### src/hdl/mlc_pkg.sv
`default_nettype none
package mlc_pkg;

  localparam int NumSets = 64;
  localparam int SetW    = $clog2(NumSets);
  localparam int AddrW   = 32;
  localparam int OffW    = 5;
  localparam int TagW    = AddrW - OffW - SetW;
  localparam int WordW   = 64;
  localparam int DatIdxW = SetW + 3;

  localparam logic [1:0] ST_M = 2'd0;
  localparam logic [1:0] ST_E = 2'd1;
  localparam logic [1:0] ST_S = 2'd2;
  localparam logic [1:0] ST_I = 2'd3;

  localparam logic [1:0] REQ_LOAD  = 2'd0;
  localparam logic [1:0] REQ_STORE = 2'd1;
  localparam logic [1:0] REQ_FILL  = 2'd2;
  localparam logic [1:0] REQ_SNOOP = 2'd3;

  localparam logic [1:0] SNP_BUSRD = 2'd0;

  localparam logic [2:0] RESP_LOADHIT   = 3'd0;
  localparam logic [2:0] RESP_STOREDONE = 3'd1;
  localparam logic [2:0] RESP_MISS      = 3'd2;
  localparam logic [2:0] RESP_FILLBUF   = 3'd3;
  localparam logic [2:0] RESP_INSTALLED = 3'd4;
  localparam logic [2:0] RESP_SNOOP     = 3'd5;
  localparam logic [2:0] RESP_FLUSH     = 3'd6;

  localparam logic [2:0] MSG_NONE   = 3'd0;
  localparam logic [2:0] MSG_BUSRD  = 3'd1;
  localparam logic [2:0] MSG_BUSRDX = 3'd2;
  localparam logic [2:0] MSG_UPGR   = 3'd3;
  localparam logic [2:0] MSG_FLUSH  = 3'd4;

  typedef struct packed {
    logic       cap;
    logic       eval;
    logic       st_we;
    logic [1:0] st_val;
    logic       lru_we;
    logic       tag_we;
    logic       dat_we;
    logic       dat_fill;
    logic       dat_re;
    logic       cnt_sel;
    logic [1:0] cnt;
    logic       fb_we;
    logic       emit;
    logic [2:0] resp;
    logic [2:0] msg;
    logic [1:0] lstate;
    logic [1:0] fwi;
    logic       last;
  } cmd_t;

  typedef struct packed {
    logic [1:0] req_type;
    logic       wi3;
    logic       shared;
    logic [1:0] kind;
    logic       hit;
    logic [1:0] cur_st;
  } stat_t;

endpackage
`default_nettype wire

### src/hdl/mlc_ctrl.sv
`default_nettype none
module mlc_ctrl (
  input  wire             clk,
  input  wire             rst_n,
  input  wire             start,
  output logic            busy,
  input  mlc_pkg::stat_t  stat,
  output mlc_pkg::cmd_t   cmd
);

  localparam logic [2:0] S_IDLE  = 3'd0;
  localparam logic [2:0] S_EVAL  = 3'd1;
  localparam logic [2:0] S_LDOUT = 3'd2;
  localparam logic [2:0] S_FLUSH = 3'd3;
  localparam logic [2:0] S_WRITE = 3'd4;

  logic [2:0] state_r, state_nxt;
  logic [2:0] cnt_r, cnt_nxt, cnt_m1;
  logic [1:0] ns_r, ns_nxt, fill_ns, snp_ns;
  logic       fill_r, fill_nxt, fl_r, fl_nxt;

  assign busy    = (state_r != S_IDLE);
  assign cnt_m1  = cnt_r - 3'd1;
  assign fill_ns = stat.shared ? mlc_pkg::ST_S : mlc_pkg::ST_E;

  always_comb begin
    if (stat.kind != mlc_pkg::SNP_BUSRD)
      snp_ns = mlc_pkg::ST_I;
    else if (stat.cur_st == mlc_pkg::ST_M || stat.cur_st == mlc_pkg::ST_E)
      snp_ns = mlc_pkg::ST_S;
    else
      snp_ns = stat.cur_st;
  end

  always_comb begin
    cmd       = '0;
    state_nxt = state_r;
    cnt_nxt   = cnt_r;
    ns_nxt    = ns_r;
    fill_nxt  = fill_r;
    fl_nxt    = fl_r;
    unique case (state_r)
      S_IDLE: begin
        if (start) begin
          cmd.cap   = 1'b1;
          state_nxt = S_EVAL;
        end
      end
      S_EVAL: begin
        cmd.eval = 1'b1;
        cmd.last = 1'b1;
        unique case (stat.req_type)
          mlc_pkg::REQ_LOAD: begin
            if (!stat.hit) begin
              cmd.emit   = 1'b1;
              cmd.resp   = mlc_pkg::RESP_MISS;
              cmd.msg    = mlc_pkg::MSG_BUSRD;
              cmd.lstate = mlc_pkg::ST_I;
              state_nxt  = S_IDLE;
            end else begin
              cmd.lru_we = 1'b1;
              cmd.dat_re = 1'b1;
              state_nxt  = S_LDOUT;
            end
          end
          mlc_pkg::REQ_STORE: begin
            cmd.emit  = 1'b1;
            state_nxt = S_IDLE;
            if (!stat.hit) begin
              cmd.resp   = mlc_pkg::RESP_MISS;
              cmd.msg    = mlc_pkg::MSG_BUSRDX;
              cmd.lstate = mlc_pkg::ST_I;
            end else begin
              cmd.st_we  = 1'b1;
              cmd.st_val = mlc_pkg::ST_M;
              cmd.dat_we = 1'b1;
              cmd.lru_we = 1'b1;
              cmd.resp   = mlc_pkg::RESP_STOREDONE;
              cmd.msg    = (stat.cur_st == mlc_pkg::ST_S) ? mlc_pkg::MSG_UPGR
                                                          : mlc_pkg::MSG_NONE;
              cmd.lstate = mlc_pkg::ST_M;
            end
          end
          mlc_pkg::REQ_FILL: begin
            if (!stat.wi3) begin
              cmd.fb_we  = 1'b1;
              cmd.emit   = 1'b1;
              cmd.resp   = mlc_pkg::RESP_FILLBUF;
              cmd.lstate = stat.hit ? stat.cur_st : mlc_pkg::ST_I;
              state_nxt  = S_IDLE;
            end else begin
              ns_nxt   = fill_ns;
              fill_nxt = 1'b1;
              cnt_nxt  = 3'd0;
              // a miss landing on an M way flushes the victim first
              fl_nxt   = !stat.hit && (stat.cur_st == mlc_pkg::ST_M);
              state_nxt = fl_nxt ? S_FLUSH : S_WRITE;
            end
          end
          default: begin
            if (!stat.hit) begin
              cmd.emit   = 1'b1;
              cmd.resp   = mlc_pkg::RESP_SNOOP;
              cmd.lstate = mlc_pkg::ST_I;
              state_nxt  = S_IDLE;
            end else begin
              cmd.st_we  = 1'b1;
              cmd.st_val = snp_ns;
              if (stat.cur_st == mlc_pkg::ST_M) begin
                ns_nxt    = snp_ns;
                fill_nxt  = 1'b0;
                cnt_nxt   = 3'd0;
                state_nxt = S_FLUSH;
              end else begin
                cmd.emit   = 1'b1;
                cmd.resp   = mlc_pkg::RESP_SNOOP;
                cmd.lstate = snp_ns;
                state_nxt  = S_IDLE;
              end
            end
          end
        endcase
      end
      S_LDOUT: begin
        cmd.emit   = 1'b1;
        cmd.resp   = mlc_pkg::RESP_LOADHIT;
        cmd.lstate = stat.cur_st;
        cmd.last   = 1'b1;
        state_nxt  = S_IDLE;
      end
      S_FLUSH: begin
        // read word n while the previous word leaves as a beat
        cmd.cnt_sel = 1'b1;
        cmd.cnt     = cnt_r[1:0];
        cmd.dat_re  = (cnt_r != 3'd4);
        if (cnt_r != 3'd0) begin
          cmd.emit   = 1'b1;
          cmd.resp   = mlc_pkg::RESP_FLUSH;
          cmd.msg    = mlc_pkg::MSG_FLUSH;
          cmd.lstate = ns_r;
          cmd.fwi    = cnt_m1[1:0];
          cmd.last   = (cnt_r == 3'd4);
        end
        if (cnt_r == 3'd4) begin
          cnt_nxt   = 3'd0;
          state_nxt = fill_r ? S_WRITE : S_IDLE;
        end else begin
          cnt_nxt = cnt_r + 3'd1;
        end
      end
      S_WRITE: begin
        cmd.dat_we   = 1'b1;
        cmd.dat_fill = 1'b1;
        cmd.cnt_sel  = 1'b1;
        cmd.cnt      = cnt_r[1:0];
        cnt_nxt      = cnt_r + 3'd1;
        if (cnt_r == 3'd3) begin
          cmd.st_we  = 1'b1;
          cmd.st_val = ns_r;
          cmd.tag_we = 1'b1;
          cmd.lru_we = 1'b1;
          cmd.emit   = !fl_r;
          cmd.resp   = mlc_pkg::RESP_INSTALLED;
          cmd.lstate = ns_r;
          cmd.last   = 1'b1;
          cnt_nxt    = 3'd0;
          state_nxt  = S_IDLE;
        end
      end
      default: state_nxt = S_IDLE;
    endcase
  end

  always_ff @(posedge clk) begin
    if (!rst_n) begin
      state_r <= S_IDLE;
      cnt_r   <= 3'd0;
      ns_r    <= mlc_pkg::ST_I;
      fill_r  <= 1'b0;
      fl_r    <= 1'b0;
    end else begin
      state_r <= state_nxt;
      cnt_r   <= cnt_nxt;
      ns_r    <= ns_nxt;
      fill_r  <= fill_nxt;
      fl_r    <= fl_nxt;
    end
  end

endmodule
`default_nettype wire

### config.mk
export PLATFORM = sky130hd
export DESIGN_NAME = mlc_ctrl
export DESIGN_NICKNAME = d
export VERILOG_FILES = /design/src/hdl/mlc_pkg.sv /design/src/hdl/mlc_ctrl.sv
export SDC_FILE = /design/constraint.sdc
export NUM_CORES = 1
export LEC_CHECK = 0
export ABC_AREA = 1
export BUFFER_PORTS_ARGS = -buffer_cell sky130_fd_sc_hd__buf_2
export CAP_MARGIN = 20
export CORE_MARGIN = 4
export CORE_UTILIZATION = 40
export DETAILED_ROUTE_END_ITERATION = 16
export GPL_ROUTABILITY_DRIVEN = 1
export PLACE_DENSITY = 0.72
export RECOVER_POWER = 50
export SYNTH_ARGS = -nofsm -noshare
export SYNTH_HDL_FRONTEND = slang
export SYNTH_SLANG_ARGS = --single-unit
export TNS_END_PERCENT = 5
### constraint.sdc
create_clock -name clk -period 1.8 [get_ports clk]
set_clock_uncertainty 0.05 [all_clocks]
set_input_delay 0.18 -clock clk [delete_from_list [all_inputs] [get_ports clk]]
set_output_delay 0.18 -clock clk [all_outputs]
set_load 0.01 [all_outputs]
Word level (Yosys, flattened, before mapping)
Cells that the tools add are included.

Equality and inequality tests: 19. Bitwise gates (word level): 1. $add $sub $neg: 2. Reduce and logical (&&, ||, !) cells: 21. $lt $le $gt $ge: 0. Shift operators: 0. Divide/modulo/power cells: 0. Mux-type cells: 70. Multiply operators: 0.

Operator list (count): 3-bit 2-to-1 mux (14); 2-bit 2-to-1 mux (15); 3-bit one-hot mux with 2 select lines (4); 3-bit one-hot mux with 3 select lines (2); 4-bit 2-to-1 mux (4); 4-bit one-hot mux with 4 select lines (1); 1-bit 2-to-1 mux (14); 12-bit 2-to-1 mux (1); 3-bit one-hot mux with 4 select lines (1); 4-bit one-hot mux with 3 select lines (1); 5-bit 2-to-1 mux (2); 2-bit inequality test, second input constant (5); 5-bit AND reduction (2); 3-bit by 2-bit equality test with 1-bit output, second input constant (3); 9-bit 2-to-1 mux (1); 3-bit nonzero test (3); 1-bit one-hot mux with 2 select lines (4); 2-bit one-hot mux with 4 select lines (1); 4-bit one-hot mux with 2 select lines (1); 2-bit OR reduction (4); 7-bit 2-to-1 mux (1); 3-bit equality test, second input constant (2); 3-bit by 2-bit inequality test with 1-bit output, second input constant (2); 3-bit inequality test, second input constant (2); 16 further kinds (23).

Input bits: 12. Register bits after elaboration: 10. Output and inout port bits: 27. Memories: 0. Bits in read-only memories: 0. Latch bits: 0. RAM bits: 0.

Logic depth before layout (Yosys ltp)
Word-level depth: 8. Gate-level depth with buffers: 9.

Worst setup path after synthesis
Ideal clock, no wire load.

Path kind: register -> output. Start: reg cnt_r[0]. End: out cmd[10] (netlist bit). Cell stages (with the launch flop): 8. Setup slack: 0.320 ns. Arrival time: 1.250 ns. Buffers on the path: 0. Cells stage by stage: dfxtp_1 > ha_1 > ha_1 > inv_1 > nor2_4 > inv_2 > nand2_1 > or2_1.

RTL lines: from (decl) (RTL line mlc_ctrl.sv:18) `logic [2:0] cnt_r, cnt_nxt, cnt_m1;`; from (signal assigned) (RTL line mlc_ctrl.sv:183) `cnt_r <= cnt_nxt;`; to (decl) (RTL line mlc_ctrl.sv:8) `output mlc_pkg::cmd_t cmd`.

==> flow_metrics.env <==
export IMPL_num_io_pins=39
export IMPL_slew_viol_final=0
export IMPL_hold_viol=0
export IMPL_synth_edf_count=0
export IMPL_postSynthCellCount=169
export IMPL_vias=1207
export IMPL_cellPowerDensity_nw_per_um2=505.7
export IMPL_setup_violations=0
export IMPL_min_period_ps=1799
export IMPL_grt_use_total=0.1851
export IMPL_fill_cells=234
export IMPL_pwr_share_comb=0.327
export IMPL_fp_dieH_um=58.34
export IMPL_synth_flop_cell="dfxtp_1"
export IMPL_mappedNetlistArea_sq_um=1013
export IMPL_rsz0062_at_grt="true"
export IMPL_synth_top_area_cell="dfxtp_1"
export IMPL_drtAntennaViolNets=0
export IMPL_first_global_vias=1154
export IMPL_yosys_warnings=0
export IMPL_worstSkewPairLatency_ps=280
export IMPL_path_clk_slew_ps=60
export IMPL_cts_sinks=10
export IMPL_total_leakage_power_nw=0.7402
export IMPL_die_x_um=58.34
export IMPL_grt_max_degree=15
export IMPL_internal_power_uw=429.7
export IMPL_grt_pass1_wl_mm=4.988
export IMPL_cp_max_fo=5
export IMPL_tightestPinTransition_ps=300.8
export IMPL_synth_seq_cells=10
export IMPL_synth_top_area_share=0.1975
export IMPL_yosys_top_cells_area="dfxtp_1 20%, nand2_1 16%, inv_1 8.1%"
export IMPL_drc=0
export IMPL_globalplace_congestion=0.8671
export IMPL_rows=17
export IMPL_gr_total_overflow=0
export IMPL_fin_cells=240
export IMPL_fin_tns_setup_ps=0
export IMPL_switching_share=0.3557
export IMPL_dr_first_iter_drc_count=52
export IMPL_peakVddDrop_mv=0.3522
export IMPL_power_share_clock=0.314
export IMPL_via_per_inst=5.029
export IMPL_cts_root_buffer="clkbuf_4"
export IMPL_synthDistinctLibCells=28
export IMPL_syn2layout_area_growth_pct=30.12
export IMPL_critical_path_class="flip-flop to primary output"
export IMPL_fin_nets=229
export IMPL_synthArstFlopShare=0
export IMPL_routed_wl_mm=2.920
export IMPL_endpoint_kind="primary output"
export IMPL_worstPathRequired_ps=1570
export IMPL_synth_yosys_seq_area_share=0.1975
export IMPL_p_sw_uw=237.2
export IMPL_start_util=0.4371
export IMPL_firstDrtPassIters=4
export IMPL_hold_buffers=0
export IMPL_pwr_share_seq=0.359
export IMPL_dp_cells=233
export IMPL_crit_path_start_kind="flip-flop"
export IMPL_cts_tree="yes"
export IMPL_n_antenna_cell=0
export IMPL_rr_worst_depth=9
export IMPL_antenna_found_initial=0
export IMPL_worstHoldPathCells=2
export IMPL_max_slew_margin=0.7984
export IMPL_drive_gt1_frac=0.3915
export IMPL_status="finished clean"
export IMPL_cts_buffers=3
export IMPL_cts_htree_levels=1
export IMPL_syn_nets=185
export IMPL_cap_violations=0
export IMPL_worstPathArrival_ps=1570
export IMPL_clockBufferDepth=2
export IMPL_min_period_over_period=0.9994
export IMPL_min_path_type="input port to flip-flop"
export IMPL_dpl_hpwl_mm=2.400
export IMPL_total_power_uw=666.9
export IMPL_core_area_sq_um=2318
export IMPL_syn_avg_cell_area_sq_um=5.997
export IMPL_r2r_slack_ps=370
export IMPL_fmax_mhz=555.9
export IMPL_io_buffers=38
export IMPL_die_area_sq_um=3403
export IMPL_detail_route_wl_per_cell_um=12.17
[worst max-delay path: stages (launching register included)]
cell and delay [ps]:
dfxtp_4 370, ha_4 140, ha_2 170, inv_2 50, nor2_4 130, inv_4 60, nand2_2 80, nand2_1 50
o211ai_1 90, buf_2 160
[final timing paths]
path,start,end
hold reg to reg,cnt_r[2]$_SDFFE_PN0P_,cnt_r[2]$_SDFFE_PN0P_
setup / recovery,cnt_r[0]$_SDFFE_PN0P_,cmd[4]
setup reg to reg,cnt_r[0]$_SDFFE_PN0P_,state_r[0]$_SDFFE_PN0P_
hold / removal,rst_n,ns_r[1]$_SDFFE_PN1P_
[sequential cells by signal, summed over array words and instances (netlist names)]
signal	count
fill_r	1
fl_r	1
cnt_r	3
state_r	3
ns_r	2
[area by class of cell]
cell class / count / area [sq um] / area share
Timing Repair Buffer: 41 / 211.5 / 0.1603
Inverter: 32 / 128.9 / 0.09772
Tap cell: 28 / 35.03 / 0.02657
Clock buffer: 4 / 36.28 / 0.02751
Multi-Input combinational cell: 125 / 698.2 / 0.5294
Sequential cell: 10 / 209.0 / 0.1584
[per-stage QoR]
stage                     setup WS, ps  utilization  area [sq um]  hold slack (ps)
after CTS                       -18.80       0.5634          1306            93.47
after floorplan                  319.9            -          1013            214.1
after global routing            -65.86       0.5688          1319            102.2
final                            1.104       0.5688          1319            97.80
after detailed placement         138.5       0.5273          1222            374.4
after global placement           182.9       0.5273          1222            373.6
[cell families (layout without fill, tap and decap cells)]
family / count (synthesis) / count (layout) / share of synthesized area
buffers and inverters: 34 / 77 / 0.1395
AO/OA/AOI/OAI: 30 / 30 / 0.1704
adder cells (fa/ha/maj): 4 / 4 / 0.04938
flip-flops: 10 / 10 / 0.1975
AND/OR/NAND/NOR: 91 / 91 / 0.4432
[cell usage after synthesis (2+ instances only)]
cell type,count
a21oi_1,12
clkinv_2,2
dfxtp_1,10
ha_1,4
inv_1,22
inv_2,7
nand2_1,43
nand2_2,6
nand2_4,2
nand3_1,8
nand3_2,2
nor2_1,17
nor2_2,3
nor2_4,3
nor3_1,3
o2111ai_1,2
o211ai_1,3
o21ai_0,9
o21ai_1,2
[repair_timing]
item,in CTS,in global routing
gates cloned,0,0
setup endpoints to repair,6,10
gates resized for setup,8,8
pin swaps,0,3
buffers inserted,3,0
[power groups by stage]
stage               Sequential, mW  Clock, mW  Combinational (mW)
floorplan                    0.242          0               0.149
global placement             0.243          0               0.214
detailed placement           0.245          0               0.216
CTS                          0.241      0.213               0.219
global route                 0.241      0.220               0.241
finish                       0.240      0.209               0.218
[layer usage]
layer | track usage | part of all wire | vias up
met5 | 0 | 0 | -
met3 | 0.05044 | 0.068 | 4
met4 | 0.02980 | 0.0072 | 0
li1 | - | - | 620
met2 | 0.3190 | 0.48 | 35
met1 | 0.2330 | 0.44 | 548
[placed cells by master (no fill, tap or decap), drive strengths merged, types with 3 or more instances in the layout]
| cell | Yosys | final |
|---|---|---|
| clkbuf | 0 | 5 |
| buf | 2 | 40 |
| nor3 | 3 | 3 |
| nand3 | 11 | 11 |
| inv | 30 | 31 |
| ha | 4 | 4 |
| nor2 | 23 | 23 |
| nand2 | 51 | 51 |
| o211ai | 3 | 3 |
| dfxtp | 10 | 10 |
| o21ai | 11 | 11 |
| a21oi | 13 | 13 |
No activity file was read; power rests on OpenSTA's default activity.
